--- src/rtl/mplq_pkg.sv ---
// Package for the min-priority LIFO queue: command and result codes,
// controller states and the control and status structs between controller and datapath.
// No dependencies.
package mplq_pkg;

  localparam int NUM_PRIORITIES_DEF = 64;
  localparam int SLOTS_DEF          = 256;
  localparam int HANDLE_BITS_DEF    = 16;

  localparam int PRIO_IN_W = 6;
  localparam int STATUS_W  = 2;
  localparam int COUNT_W   = 9;

  localparam logic CMD_PUSH = 1'b0;
  localparam logic CMD_POP  = 1'b1;

  typedef enum logic [STATUS_W-1:0] {
    ST_PUSHED = 2'd0,
    ST_POPPED = 2'd1,
    ST_EMPTY  = 2'd2,
    ST_FULL   = 2'd3
  } status_t;

  typedef enum logic [1:0] {
    S_IDLE,
    S_FETCH,
    S_COMMIT
  } state_t;

  typedef struct packed {
    logic accept;
    logic fetch;
    logic commit;
  } ctl_t;

  typedef struct packed {
    logic need_fetch;
    logic out_free;
  } sts_t;

endpackage

--- src/rtl/mplq_ctrl.sv ---
// Controller of the min-priority LIFO queue: sequences accept, slot fetch and commit.
// Depends on mplq_pkg.
module mplq_ctrl (
  input  logic          clk,
  input  logic          rst,
  input  logic          in_valid,
  output logic          in_stall,
  input  mplq_pkg::sts_t sts,
  output mplq_pkg::ctl_t ctl
);
  import mplq_pkg::*;

  state_t state;
  state_t state_next;

  always_ff @(posedge clk) begin
    if (rst) begin
      state <= S_IDLE;
    end else begin
      state <= state_next;
    end
  end

  always_comb begin
    state_next = state;
    unique case (state)
      S_IDLE: begin
        if (in_valid) begin
          state_next = sts.need_fetch ? S_FETCH : S_COMMIT;
        end
      end
      S_FETCH: begin
        state_next = S_COMMIT;
      end
      S_COMMIT: begin
        if (sts.out_free) begin
          state_next = S_IDLE;
        end
      end
      default: begin
        state_next = S_IDLE;
      end
    endcase
  end

  always_comb begin
    in_stall   = rst || (state != S_IDLE);
    ctl.accept = !rst && (state == S_IDLE) && in_valid;
    ctl.fetch  = (state == S_FETCH);
    ctl.commit = (state == S_COMMIT) && sts.out_free;
  end

`ifndef SYNTHESIS
  a_accept_leaves_idle: assert property (@(posedge clk) disable iff (rst)
    ctl.accept |=> (state != S_IDLE))
    else $error("controller stayed idle after accepting a request");
  a_fetch_then_commit: assert property (@(posedge clk) disable iff (rst)
    ctl.fetch |=> (state == S_COMMIT))
    else $error("slot fetch not followed by commit");
  a_commit_needs_room: assert property (@(posedge clk) disable iff (rst)
    ctl.commit |-> sts.out_free)
    else $error("commit while result register blocked");
`endif

endmodule

--- config.mk ---
export PLATFORM = sky130hd
export DESIGN_NAME = mplq_ctrl
export DESIGN_NICKNAME = d
export VERILOG_FILES = /design/src/rtl/mplq_pkg.sv /design/src/rtl/mplq_ctrl.sv
export SDC_FILE = /design/constraint.sdc
export NUM_CORES = 1
export LEC_CHECK = 0
export BUFFER_PORTS_ARGS = -buffer_cell sky130_fd_sc_hd__buf_2
export CELL_PAD_IN_SITES_DETAIL_PLACEMENT = 0
export CELL_PAD_IN_SITES_GLOBAL_PLACEMENT = 1
export CORE_AREA = 2 2 39 41
export CTS_CLUSTER_DIAMETER = 60
export DETAILED_ROUTE_END_ITERATION = 12
export DIE_AREA = 0 0 41 43
export GPL_TIMING_DRIVEN = 0
export PLACE_DENSITY_LB_ADDON = 0.1
export SYNTH_ARGS = -nofsm -noshare
export SYNTH_HDL_FRONTEND = slang
export SYNTH_SLANG_ARGS = --single-unit
--- constraint.sdc ---
create_clock -name clk -period 1.1 [get_ports clk]
set_clock_uncertainty 0.15 [all_clocks]
set_input_delay 0.22 -clock clk [delete_from_list [all_inputs] [get_ports clk]]
set_output_delay 0.22 -clock clk [all_outputs]
set_load 0.01 [all_outputs]
After elaboration in Yosys (flattened, before gate mapping). Index checks and enable logic that the tools add are counted.

Add/sub/neg operators: 0. Multipliers: 0. Div/mod/pow operators: 0. Order comparisons: 0. Eq/ne operators: 4. Shift-type cells: 0. Multiplexer cells: 4. Bitwise operators: 0. Reductions and logical operators: 8.

Operator list (number): 2-bit two-way mux (3); 2-bit case mux with 3 select lines (1); 2-bit inequality test, second input constant (2); 1-bit logical AND (3); 2-bit by 1-bit == test with 1-bit output, second input constant (1); 2-bit == test, second input constant (1); 2-bit zero test (1); 2-bit AND reduction (1); 2-bit nonzero test (1); 1-bit zero test (1); 1-bit logical OR (1).

Bits in registers: 2. Latch bits: 0. Memory bits (writable): 0. ROM bits: 0. Bits of input ports: 5. Output and inout port bits: 4. Memories: 0.

Depth between registers and ports, before layout.
Depth in word-level cells: 3. Depth in mapped cells: 3. Mapped depth without buffers: 3.

Least setup slack after synthesis. OpenSTA, ideal clock, no wires.

Kind: reg2out. Start point: register state[0]. End point: output ctl[2] in the netlist's numbering. Arrival time: 741 ps. Required time: 730 ps. Path slack: -11 ps. Cell stages (with the launch flop): 3. Buffers on the path: 0. Path through: dfxtp_1 -> nor3_1 -> and2_1.

RTL lines: start, declared (line mplq_ctrl.sv:13) `state_t state;`; start signal, assigned (line mplq_ctrl.sv:20) `state <= state_next;`; end, declared (line mplq_ctrl.sv:9) `output mplq_pkg::ctl_t ctl`.

==> flow_metrics.py <==
metrics = {
    "clock_network": {
        "clk_pin_slew_worst_paths_ps": 30,
        "clock_path_buffers": 2,
        "cts.sinks": 2,
        "cts_root_buf": "clkbuf_4",
        "ctsHoldBuffers": 0,
        "htreeDepth": 1,
        "cts_tree": "yes",
        "clkLatencyLatePin_ps": 220,
        "cts_buffers": 3,
    },
    "yosys": {
        "synth_top_area_share_pct": 38.6,
        "synth_top_area_cell": "dfxtp_1",
        "yosys_warnings": 0,
        "ys_types": 10,
        "ys_seq_elements": 2,
        "synthCells": 12,
        "syn_avg_cell_area_um2": 8.65,
        "synth.top_cells.by_area": "dfxtp_1 39%, and3b_2 9.6%, or4b_1 9.6%, inv_1 7.2%, o31ai_1 7.2%",
        "yosysSeqAreaShare_pct": 38.6,
        "syn-cell-area_um2": 104,
        "syn_nets": 17,
    },
    "run_status": {
        "outcome": "finished with violations",
        "failed_checks": "setup timing",
    },
    "route": {
        "drt_first_pass_iters": 2,
        "viasPerCell": 3.20,
        "drt-total-wl_um": 293,
        "drc": 0,
        "wl_per_cell_um": 7.33,
        "first_iter_violations": 2,
        "ant_nets": 0,
        "vias": 128,
    },
    "power_and_ir_drop": {
        "swShare_pct": 22.1,
        "clkPwrFrac_pct": 54.5,
        "vdd_ir_drop_max_mv": 0.297,
        "p_switching_uw": 63.4,
        "internal-power_uw": 223,
        "power_frac_comb_pct": 16.2,
        "pwr-share-seq_pct": 29.3,
        "powerDensity_nw_per_um2": 1310,
        "p_leak_nw": 0.108,
        "p_total_uw": 286,
    },
    "floorplanning": {
        "ios": 9,
        "die_h_um": 43,
        "rows": 14,
        "start_util_pct": 7.50,
        "coreArea_um2": 1380,
        "die_area_um2": 1760,
        "dieWidth_um": 41,
    },
    "placement": {
        "dpl.hpwl_um": 245,
        "dpl_cell_area_um2": 164,
        "place_congestion": 0.626,
        "placedCellCount": 36,
        "place_ws_ps": -213,
        "port_buffers": 8,
    },
    "global_routing": {
        "grt_start_max_net_pins": 6,
        "gr-total-overflow": 0,
        "grt_pass1_wl_um": 517,
        "grtUsageTotal_pct": 4.92,
        "grt_pass1_vias": 131,
        "antenna_found_initial": 0,
    },
    "worst_hold_path": {
        "hold_path.class": "in2reg",
        "hold-path-cell-count": 2,
    },
    "timing": {
        "setup_violations": 5,
        "max_freq_mhz": 724,
        "rsz0062_at_grt": "yes",
        "fin_crit_ps": 1380,
        "hold_viol": 0,
        "drv_slew": 0,
        "slew_headroom_pct": 88.7,
        "worst_slack_ps": -280,
        "fin_crit_sh_pct": 125,
        "tightestPinTransition_ps": 168,
    },
    "cells_and_area": {
        "most-common-layout-cells": "7 x buf_2, 3 x clkbuf_4, 2 x inv_1, 2 x dfxtp_4",
        "synthToLayoutAreaGrowth_pct": 111,
        "drive_gt1_share_pct": 66.7,
        "fin_cells": 40,
        "regMostFlops": "state",
        "fillCellCount": 164,
        "largest_reg_flops": 2,
        "diodes": 0,
        "reg_top3": "state x2",
        "layout_commonest_cell": "buf_2",
        "design_area_um2": 219,
        "nets": 31,
    },
    "critical_path": {
        "setup.worst_path.class": "reg2out",
        "cp_max_fo": 4,
        "crit_path_end_kind": "output pin",
        "crit_arrival_ps": 1010,
        "start_kind": "flip-flop",
        "r2r_cells": 2,
        "worstPathRequired_ps": 730,
    },
    "job": {
        "cap_violations": 0,
    },
}
## cells by family (layout without fill, tap and decap cells)
family                 after synthesis  after routing  share of synthesized area, %
DFF                                  2              2                          38.6
AOI/OAI and AO/OA                    2              2                          12.0
buffers and inverters                2             14                          7.23
and+or+nand+nor                      6              6                          42.2
## layout make-up
cell class	instances	area, µm²	share of cell area [%]
multi-input combinational	8	67.6	30.9
timing repair buffer	9	53.8	24.6
sequential	2	47.5	21.7
clock buffer	3	22.5	10.3
tap	16	20.0	9.14
inverter	2	7.51	3.43
## metrics by stage
| stage | TNS, ps | util, % | hold slack, ps |
|---|---|---|---|
| after floorplan | -18.9 | - | 172 |
| after global placement | -455 | 11.8 | 303 |
| final | -990 | 15.8 | 87.3 |
| after CTS | -871 | 15.1 | 81.8 |
| after global routing | -1270 | 15.8 | 102 |
| after detailed placement | -405 | 11.8 | 295 |
## worst paths after layout
check	from	endpoint	slack, ps
min	rst	state[1]	90
max reg2reg	state[0]	state[1]	-30
max	state[0]	ctl[0]	-280
min reg2reg	state[1]	state[1]	330
## critical path, stage by stage (launching register included)
cell,delay [ps]
dfxtp_4,350
buf_4,130
and3b_2,220
buf_6,100
## power groups by stage
stage	Clock (mW)	Combinational (mW)	Sequential, mW
floorplan	0	0.0194	0.0824
global placement	0	0.0394	0.0845
detailed placement	0	0.0386	0.0842
CTS	0.168	0.0454	0.0852
global route	0.173	0.0521	0.0851
finish	0.156	0.0464	0.0839
## synth_stat cells
cell     instances
nor3_1           1
and3b_2          1
inv_1            2
nor2b_1          1
and3_1           1
and2_1           1
dfxtp_1          2
a21oi_1          1
o31ai_1          1
or4b_1           1
## timing repair
item	4_1_cts	5_1_grt
setup buffers	0	1
pin swaps	3	2
endpoints found under the setup margin	5	5
gates resized for setup	6	1
## routing by layer
layer / part of all wire [%] / track usage [%] / routed length, µm
met4: 0 / 6.00 / 0
met2: 48 / 5.31 / 142
met1: 43 / 5.47 / 127
met5: 0 / 0 / 0
met3: 7.8 / 3.14 / 23
No activity file was read; power rests on OpenSTA's default activity.
